`src/rtl/xie_pkg.sv`:
```
// ----------------------------------------------------------------------------
// xie_pkg
// Opcode ROM, operand codes and the descriptor passed from match to emit.
// ----------------------------------------------------------------------------
package xie_pkg;

  localparam logic [2:0] TY_NONE = 3'd0;
  localparam logic [2:0] TY_MRM  = 3'd2;
  localparam logic [2:0] TY_IMM  = 3'd3;
  localparam logic [2:0] TY_REL  = 3'd4;

  localparam logic [1:0] SZ_NONE = 2'd0;
  localparam logic [1:0] SZ_16   = 2'd2;
  localparam logic [1:0] SZ_32   = 2'd3;

  localparam logic [1:0] IW_1 = 2'd0;
  localparam logic [1:0] IW_2 = 2'd1;
  localparam logic [1:0] IW_4 = 2'd2;

  localparam logic [7:0] PFX_OPSIZE = 8'h66;
  localparam logic [7:0] PFX_TWO    = 8'h0F;

  localparam int ROM_FILLED = 65;
  localparam int MATCH_LANES = 8;

  typedef struct packed {
    logic       filled;
    logic [5:0] mn;
    logic [7:0] pre;
    logic [7:0] op;
    logic [2:0] t0;
    logic [2:0] t1;
    logic [1:0] s0;
    logic [1:0] s1;
    logic [7:0] reg_bits;
  } rom_t;

  typedef struct packed {
    logic ok;
    logic swapped;
    logic rel;
  } match_t;

  typedef struct packed {
    logic        hit;
    logic        rel;
    logic        opsz;
    logic [7:0]  pre;
    logic [7:0]  op;
    logic [7:0]  modrm;
    logic [1:0]  immw;
    logic [4:0]  flags;
    logic [7:0]  sib;
    logic [31:0] disp;
    logic [31:0] imm;
    logic [7:0]  seg;
  } desc_t;

  function automatic rom_t mk(input logic [5:0] mn, input logic [7:0] pre,
                              input logic [7:0] op, input logic [2:0] t0,
                              input logic [2:0] t1, input logic [1:0] s0,
                              input logic [1:0] s1, input logic [7:0] rg);
    rom_t e;
    e.filled = 1'b1; e.mn = mn; e.pre = pre; e.op = op;
    e.t0 = t0; e.t1 = t1; e.s0 = s0; e.s1 = s1; e.reg_bits = rg;
    return e;
  endfunction

  function automatic rom_t rom_lookup(input logic [7:0] i);
    rom_t e;
    e = '0;
    case (i)
      8'd0:  e = mk(6'd0,  8'h00, 8'hC6, 3'd2, 3'd3, 2'd1, 2'd1, 8'h00);
      8'd1:  e = mk(6'd0,  8'h00, 8'hC7, 3'd2, 3'd3, 2'd3, 2'd3, 8'h00);
      8'd2:  e = mk(6'd0,  8'h00, 8'h88, 3'd2, 3'd1, 2'd1, 2'd1, 8'h00);
      8'd3:  e = mk(6'd0,  8'h00, 8'h89, 3'd2, 3'd1, 2'd3, 2'd3, 8'h00);
      8'd4:  e = mk(6'd1,  8'h00, 8'hFF, 3'd2, 3'd0, 2'd3, 2'd0, 8'h00);
      8'd5:  e = mk(6'd2,  8'h00, 8'hFF, 3'd2, 3'd0, 2'd3, 2'd0, 8'h08);
      8'd6:  e = mk(6'd3,  8'h00, 8'hFF, 3'd2, 3'd0, 2'd3, 2'd0, 8'h10);
      8'd7:  e = mk(6'd4,  8'h00, 8'hFF, 3'd2, 3'd0, 2'd3, 2'd0, 8'h20);
      8'd8:  e = mk(6'd36, 8'h00, 8'hFF, 3'd2, 3'd0, 2'd3, 2'd0, 8'h30);
      8'd9:  e = mk(6'd3,  8'h00, 8'hE8, 3'd4, 3'd0, 2'd3, 2'd0, 8'h00);
      8'd10: e = mk(6'd4,  8'h00, 8'hE9, 3'd4, 3'd0, 2'd3, 2'd0, 8'h00);
      8'd11: e = mk(6'd5,  8'h0F, 8'h80, 3'd4, 3'd0, 2'd3, 2'd0, 8'h00);
      8'd12: e = mk(6'd6,  8'h0F, 8'h81, 3'd4, 3'd0, 2'd3, 2'd0, 8'h00);
      8'd13: e = mk(6'd7,  8'h0F, 8'h82, 3'd4, 3'd0, 2'd3, 2'd0, 8'h00);
      8'd14: e = mk(6'd8,  8'h0F, 8'h82, 3'd4, 3'd0, 2'd3, 2'd0, 8'h00);
      8'd15: e = mk(6'd9,  8'h0F, 8'h82, 3'd4, 3'd0, 2'd3, 2'd0, 8'h00);
      8'd16: e = mk(6'd10, 8'h0F, 8'h83, 3'd4, 3'd0, 2'd3, 2'd0, 8'h00);
      8'd17: e = mk(6'd11, 8'h0F, 8'h83, 3'd4, 3'd0, 2'd3, 2'd0, 8'h00);
      8'd18: e = mk(6'd12, 8'h0F, 8'h83, 3'd4, 3'd0, 2'd3, 2'd0, 8'h00);
      8'd19: e = mk(6'd13, 8'h0F, 8'h84, 3'd4, 3'd0, 2'd3, 2'd0, 8'h00);
      8'd20: e = mk(6'd14, 8'h0F, 8'h84, 3'd4, 3'd0, 2'd3, 2'd0, 8'h00);
      8'd21: e = mk(6'd15, 8'h0F, 8'h85, 3'd4, 3'd0, 2'd3, 2'd0, 8'h00);
      8'd22: e = mk(6'd16, 8'h0F, 8'h85, 3'd4, 3'd0, 2'd3, 2'd0, 8'h00);
      8'd23: e = mk(6'd17, 8'h0F, 8'h86, 3'd4, 3'd0, 2'd3, 2'd0, 8'h00);
      8'd24: e = mk(6'd18, 8'h0F, 8'h86, 3'd4, 3'd0, 2'd3, 2'd0, 8'h00);
      8'd25: e = mk(6'd19, 8'h0F, 8'h87, 3'd4, 3'd0, 2'd3, 2'd0, 8'h00);
      8'd26: e = mk(6'd20, 8'h0F, 8'h87, 3'd4, 3'd0, 2'd3, 2'd0, 8'h00);
      8'd27: e = mk(6'd21, 8'h0F, 8'h88, 3'd4, 3'd0, 2'd3, 2'd0, 8'h00);
      8'd28: e = mk(6'd22, 8'h0F, 8'h89, 3'd4, 3'd0, 2'd3, 2'd0, 8'h00);
      8'd29: e = mk(6'd23, 8'h0F, 8'h8A, 3'd4, 3'd0, 2'd3, 2'd0, 8'h00);
      8'd30: e = mk(6'd24, 8'h0F, 8'h8A, 3'd4, 3'd0, 2'd3, 2'd0, 8'h00);
      8'd31: e = mk(6'd25, 8'h0F, 8'h8B, 3'd4, 3'd0, 2'd3, 2'd0, 8'h00);
      8'd32: e = mk(6'd26, 8'h0F, 8'h8B, 3'd4, 3'd0, 2'd3, 2'd0, 8'h00);
      8'd33: e = mk(6'd27, 8'h0F, 8'h8C, 3'd4, 3'd0, 2'd3, 2'd0, 8'h00);
      8'd34: e = mk(6'd28, 8'h0F, 8'h8C, 3'd4, 3'd0, 2'd3, 2'd0, 8'h00);
      8'd35: e = mk(6'd29, 8'h0F, 8'h8D, 3'd4, 3'd0, 2'd3, 2'd0, 8'h00);
      8'd36: e = mk(6'd30, 8'h0F, 8'h8E, 3'd4, 3'd0, 2'd3, 2'd0, 8'h00);
      8'd37: e = mk(6'd31, 8'h0F, 8'h8E, 3'd4, 3'd0, 2'd3, 2'd0, 8'h00);
      8'd38: e = mk(6'd32, 8'h0F, 8'h8D, 3'd4, 3'd0, 2'd3, 2'd0, 8'h00);
      8'd39: e = mk(6'd33, 8'h0F, 8'h8F, 3'd4, 3'd0, 2'd3, 2'd0, 8'h00);
      8'd40: e = mk(6'd34, 8'h0F, 8'h8F, 3'd4, 3'd0, 2'd3, 2'd0, 8'h00);
      8'd41: e = mk(6'd35, 8'h00, 8'hC3, 3'd0, 3'd0, 2'd0, 2'd0, 8'h00);
      8'd42: e = mk(6'd36, 8'h00, 8'h68, 3'd3, 3'd0, 2'd3, 2'd0, 8'h00);
      8'd43: e = mk(6'd37, 8'h00, 8'h8F, 3'd2, 3'd0, 2'd3, 2'd0, 8'h00);
      8'd44: e = mk(6'd38, 8'h00, 8'hCD, 3'd3, 3'd0, 2'd1, 2'd0, 8'h00);
      8'd45: e = mk(6'd39, 8'h00, 8'hCC, 3'd3, 3'd0, 2'd1, 2'd0, 8'h00);
      8'd46: e = mk(6'd40, 8'h00, 8'h80, 3'd2, 3'd3, 2'd1, 2'd1, 8'h00);
      8'd47: e = mk(6'd41, 8'h00, 8'h80, 3'd2, 3'd3, 2'd1, 2'd1, 8'h08);
      8'd48: e = mk(6'd42, 8'h00, 8'h80, 3'd2, 3'd3, 2'd1, 2'd1, 8'h10);
      8'd49: e = mk(6'd43, 8'h00, 8'h80, 3'd2, 3'd3, 2'd1, 2'd1, 8'h18);
      8'd50: e = mk(6'd44, 8'h00, 8'h80, 3'd2, 3'd3, 2'd1, 2'd1, 8'h20);
      8'd51: e = mk(6'd45, 8'h00, 8'h80, 3'd2, 3'd3, 2'd1, 2'd1, 8'h28);
      8'd52: e = mk(6'd46, 8'h00, 8'h80, 3'd2, 3'd3, 2'd1, 2'd1, 8'h30);
      8'd53: e = mk(6'd47, 8'h00, 8'h80, 3'd2, 3'd3, 2'd1, 2'd1, 8'h38);
      8'd54: e = mk(6'd40, 8'h00, 8'h81, 3'd2, 3'd3, 2'd3, 2'd3, 8'h00);
      8'd55: e = mk(6'd41, 8'h00, 8'h81, 3'd2, 3'd3, 2'd3, 2'd3, 8'h08);
      8'd56: e = mk(6'd42, 8'h00, 8'h81, 3'd2, 3'd3, 2'd3, 2'd3, 8'h10);
      8'd57: e = mk(6'd43, 8'h00, 8'h81, 3'd2, 3'd3, 2'd3, 2'd3, 8'h18);
      8'd58: e = mk(6'd44, 8'h00, 8'h81, 3'd2, 3'd3, 2'd3, 2'd3, 8'h20);
      8'd59: e = mk(6'd45, 8'h00, 8'h81, 3'd2, 3'd3, 2'd3, 2'd3, 8'h28);
      8'd60: e = mk(6'd46, 8'h00, 8'h81, 3'd2, 3'd3, 2'd3, 2'd3, 8'h30);
      8'd61: e = mk(6'd47, 8'h00, 8'h81, 3'd2, 3'd3, 2'd3, 2'd3, 8'h38);
      8'd62: e = mk(6'd48, 8'h00, 8'h8D, 3'd1, 3'd2, 2'd3, 2'd0, 8'h00);
      8'd63: e = mk(6'd47, 8'h00, 8'h38, 3'd2, 3'd1, 2'd1, 2'd1, 8'h00);
      8'd64: e = mk(6'd47, 8'h00, 8'h39, 3'd2, 3'd1, 2'd3, 2'd3, 8'h00);
      default: e = '0;
    endcase
    return e;
  endfunction

  function automatic match_t entry_match(input rom_t e, input logic [5:0] mn,
                                         input logic [3:0][2:0] ty,
                                         input logic [3:0][1:0] sz);
    match_t m;
    logic [3:0][1:0] rs;
    logic sz_ok, exact;
    rs = {SZ_NONE, SZ_NONE, e.s1, e.s0};
    sz_ok = 1'b1;
    for (int s = 0; s < 4; s++) begin
      if (rs[s] != sz[s] && ty[s] != TY_IMM) sz_ok = 1'b0;
    end
    exact = e.t0 == ty[0] && e.t1 == ty[1] && ty[2] == TY_NONE && ty[3] == TY_NONE;
    m.swapped = e.t0 == TY_MRM && ty[1] == TY_MRM && e.t1 == ty[0];
    m.rel = e.t0 == TY_REL && ty[0] == TY_IMM && e.t1 == ty[1] &&
            ty[2] == TY_NONE && ty[3] == TY_NONE;
    m.ok = e.filled && sz_ok && e.mn == mn && (exact || m.swapped || m.rel);
    return m;
  endfunction

endpackage

```
`src/rtl/xie_queue.sv`:
```
// ----------------------------------------------------------------------------
// xie_queue
// Two-entry descriptor queue between match and emit.
// ----------------------------------------------------------------------------
module xie_queue import xie_pkg::*; (
  input  logic  clk,
  input  logic  rst,
  input  logic  wr,
  input  desc_t wr_data,
  output logic  full,
  input  logic  rd,
  output desc_t rd_data,
  output logic  empty
);

  desc_t       slots [2];
  logic        wp, rp;
  logic [1:0]  count;

  assign full    = count == 2'd2;
  assign empty   = count == 2'd0;
  assign rd_data = slots[rp];

  always_ff @(posedge clk) begin
    if (rst) begin
      wp    <= 1'b0;
      rp    <= 1'b0;
      count <= 2'd0;
    end else begin
      if (wr && !full) begin
        slots[wp] <= wr_data;
        wp <= ~wp;
      end
      if (rd && !empty) rp <= ~rp;
      count <= count + 2'(wr && !full) - 2'(rd && !empty);
    end
  end

endmodule

```
`config.mk`:
```
export PLATFORM = sky130hd
export DESIGN_NAME = xie_queue
export DESIGN_NICKNAME = d
export VERILOG_FILES = /design/src/rtl/xie_pkg.sv /design/src/rtl/xie_queue.sv
export SDC_FILE = /design/constraint.sdc
export NUM_CORES = 1
export LEC_CHECK = 0
export BUFFER_PORTS_ARGS = -buffer_cell sky130_fd_sc_hd__buf_2
export CAP_MARGIN = 10
export CELL_PAD_IN_SITES_DETAIL_PLACEMENT = 1
export CELL_PAD_IN_SITES_GLOBAL_PLACEMENT = 2
export CORE_UTILIZATION = 35
export DETAILED_ROUTE_END_ITERATION = 16
export HOLD_SLACK_MARGIN = 0.15
export PLACE_DENSITY = 0.75
export SETUP_SLACK_MARGIN = 0.02
export SYNTH_ARGS = -nofsm -noshare
export SYNTH_HDL_FRONTEND = slang
export SYNTH_SLANG_ARGS = --single-unit
```
`constraint.sdc`:
```
create_clock -name clk -period 8.7 [get_ports clk]
set_input_delay 0.435 -clock clk [delete_from_list [all_inputs] [get_ports clk]]
set_output_delay 0.435 -clock clk [all_outputs]
set_load 0.03 [all_outputs]
```
* Word level (Yosys, flattened, before mapping)
Memory sizes are Yosys's and may differ from the RTL's. A register that Yosys moved wholly into a read port is not among the register bits. Cells that the tools add are included.
Storage, ports and cells: register bits after elaboration 4, memory bits (writable) 228, input bits 118, output and inout port bits 116, word-level logic and storage cells 19, memories 1
Operators by class: add/subtract/negate cells 2, equal/unequal tests 1, multiplexer cells 5, bitwise gates (word level) 2, reduce and logical (&&, ||, !) cells 5
Memories:
- slots | depth 2, bits a word 114, rd ports 1, clocked after memory_dff 1, write ports 1, RTL line xie_queue.sv:16 | desc_t slots [2];
Operator list (number):
- $mux 1 | 5
- $add 2x1->2 | 1
- $eq 2x2->1 const B | 1
- $logic_and 1x1->1 | 2
- $logic_not 1->1 | 2
- $logic_not 2->1 | 1
- $not 1->1 | 2
- $sub 2x1->2 | 1

* Longest topological paths before layout
depth in word-level cells 6, depth in mapped cells 8, mapped depth without buffers 8

* Worst setup path before layout
No wires, ideal clock.
kind reg2reg, start register count[1], end memory slots[1][0] (netlist bit), enable pin, library setup time 752 ps, data arrival time 8950 ps, data required time 7948 ps, setup slack -1003 ps, stages on the path, launching flop included 4, buffers on the path 0, period minus slack after synthesis 9703 ps, cells stage by stage dfxtp_1 nor2b_2 nand2b_4 nor3b_1
On the way: word-level cells in the longest chain between the ends 6
RTL lines:
- start: declaration | RTL line xie_queue.sv:18 | logic [1:0] count;
- start signal: assignment | RTL line xie_queue.sv:35 | count <= count + 2'(wr && !full) - 2'(rd && !empty);
- $eq 2x2->1 | RTL line xie_queue.sv:20 | assign full = count == 2'd2;
- via full | RTL line xie_queue.sv:10 | output logic full,
- $logic_not 1->1 | RTL line xie_queue.sv:30 | if (wr && !full) begin
- $logic_and 1x1->1 | RTL line xie_queue.sv:30
- $mux 1 | RTL line xie_queue.sv:30
- $mux 1 | RTL line xie_queue.sv:25 | if (rst) begin
- $mux 1 (implied by the code) | RTL line xie_queue.sv:31 | slots[wp] <= wr_data;
- end: declaration | RTL line xie_queue.sv:16
The timed path passes the listed nets, and every way through them passes these cells.

==> impl_metrics.ini <==
[synthesis]
yosys-top-cells-count = 228 x edfxtp_1, 60 x mux2_4, 55 x mux2_2
synth.most_common_cell = edfxtp_1
postSynthAreaPerCell_um2 = 22.9
synth_flop_cell = edfxtp_1
ys_seq_area_frac = 0.797
yosysTopAreaCellShare = 0.785
synth_seq_cells = 233
synth_edf_count = 228
synthTopCellsByArea = edfxtp_1 79%, mux2_4 10%, mux2_2 7.1%
syn_inst = 380
synth_area_um2 = 8720
yosysTopAreaCell = edfxtp_1
ys.warnings.count = 0
syn_nets = 500
yosysUniqueCellTypes = 19
ys_async_sr_fraction = 0

[clocking]
cts_resized = 0
cts_sinks = 233
insertion_delay_ns = 0.52
cts_setup_buffers = 0
cts_tree = built
root_buffer = clkbuf_16
cts-htree-levels = 1
cts_buffer_depth = 3
cts_buffers = 26
clkSlewWorstSetupHoldPaths_ns = 0.06

[placement]
post-place-ws_ns = 5.68
dp_hpwl_mm = 11.4
portBuffers = 233
post_dp_cell_area_um2 = 10200
routabilityCongestion = 0.757

[die]
die_w_um = 160
die_y_um = 160
start_util = 0.357
io_pins = 234
core-area_um2 = 24400
row_count = 57
dieArea_um2 = 25500

[pwr]
power_density_nw_per_um2 = 287
power.leakage_uw = 0.00468
irDropWorstVdd_mv = 0.183

[outcome]
status = finished, final reports clean

[detailed_routing]
vias_per_cell = 4.41
drc = 0
drt-initial-drc-count = 251
dr.pass1.iters = 4
drt_wl_total_mm = 19.1
vias = 4811
avgRoutedWirePerCell_um = 17.5
ant_nets = 0

[grt]
grt_overflow = 0
grt_antenna_before_repair = 2
grt_pass1_wl_mm = 29.5
grt_pass1_vias = 5368
grt_start_max_net_pins = 75
grt_usage = 0.148

[setup_path]
critPathCaptureType = output pin
r2r_slack_ns = 6.62
rr_startpoint = count[1]$_SDFF_PP0_
cp.arrival_ns = 3.04
reg2reg_depth = 4
worstReg2RegEnd = slots[1][98]$_DFFE_PP_
crit_type = reg -> out
critPathMaxFanout = 74
cp-start-kind = flop
required_ns = 8.27

[hold_path]
min-delay-path-class = in -> reg
worstHoldStart = rst
hold_end = rp$_SDFFE_PP0P_
holdPathStages = 2

[layout]
multi_input_area_um2 = 1670
n_fill_cell = 2352
final_nets = 867
seqCellArea_um2 = 6950
syn_to_final_growth_pct = 40.5
drive_above_1_share = 0.518
fin_area_um2 = 12200

[flow_run]
max_cap_violations = 0

[sta]
slew_headroom = 0.249
rsz0062_at_grt = false
hold_violations = 0
max_slew.worst_pin.slew_ns = 1.13
final.period_utilization = 0.400
fin_skew_ns = 0.0130
setup_viol = 0
final_max_slew_viol_count = 0
max_freq_mhz = 288
worst_slack_ns = 5.22
fin_setup_tns_ns = 0
finalCriticalPeriod_ns = 3.48
-- final cells by class --
type / instances / share of cell area
diodes: 1 / 0.000204
clock buffers: 32 / 0.0567
clock inverters: 15 / 0.0143
inverters: 1 / 0.000306
multi-input cells: 133 / 0.136
flip-flops and latches: 233 / 0.568
well taps: 324 / 0.0331
repair buffers: 352 / 0.191
-- state kept, by name, indices dropped and copies added (netlist names), named ones only --
name / cells
slots: 228
count: 2
wp: 1
rp: 1
-- through the flow --
| step | power [uW] | cells | util | hold WS (ns) |
|---|---|---|---|---|
| after CTS | 3560 | 1090 | 0.502 | 0.210 |
| after floorplan | 2180 | 380 | - | 0.481 |
| after global placement | 2380 | 929 | 0.420 | 0.499 |
| after global routing | 3650 | 1091 | 0.502 | 0.240 |
| final | 3520 | 1091 | 0.502 | 0.235 |
| after detailed placement | 2410 | 929 | 0.420 | 0.531 |
-- worst max-delay path by stage --
stage / startpoint / depth (start not counted) / slack, ns / to
final: flop / 3 / 5.22 / rd_data[36]
after global placement: flop / 3 / 5.76 / rd_data[50]
after CTS: flop / 3 / 5.13 / rd_data[45]
after detailed placement: flop / 3 / 5.68 / rd_data[45]
after floorplan: count[1]$_SDFF_PP0_ / 3 / 3.05 / slots[1][0]$_DFFE_PP_
after global routing: flop / 3 / 5.03 / rd_data[36]
-- report_power, final --
group          switching, uW  internal (uW)
sequential              67.4           1360
combinational            587            403
clock                    419            683
total                   1070           2440
-- cells in the final DEF (no fill, tap or decap), drive strengths merged, types with 2 or more instances in the layout --
cell type	instances
nor2	5
mux2	115
nor3	2
dfxtp	5
dlygate4sd3	114
ha	2
clkinv	11
clkbuf	32
nor2b	3
edfxtp	228
buf	238
bufinv	4
-- layer usage --
metal	vias up	track usage	wire, um
li1	2238	-	-
met1	2374	0.173	7790
met2	171	0.265	9750
met3	28	0.0413	1210
met4	0	0.0385	392
met5	-	0	0
-- critical path: stages (launching register included) --
cell and delay (ns):
dfxtp_4 0.84, buf_4 0.94, mux2_2 0.44, buf_2 0.18
-- cell families after synthesis --
logic type      share of synthesized area
mux                                 0.174
buf+inv                            0.0141
flops                               0.797
simple gates                      0.00890
xor+xnor                          0.00201
fa+ha+maj                         0.00287
compound gates                   0.000862
-- timing repair --
item                                    4_1_cts  5_1_grt
endpoints found under the setup margin        0        0
hold buffers                                114        0
hold endpoints to repair                    228        0
Power figures use the tool's default switching activity.
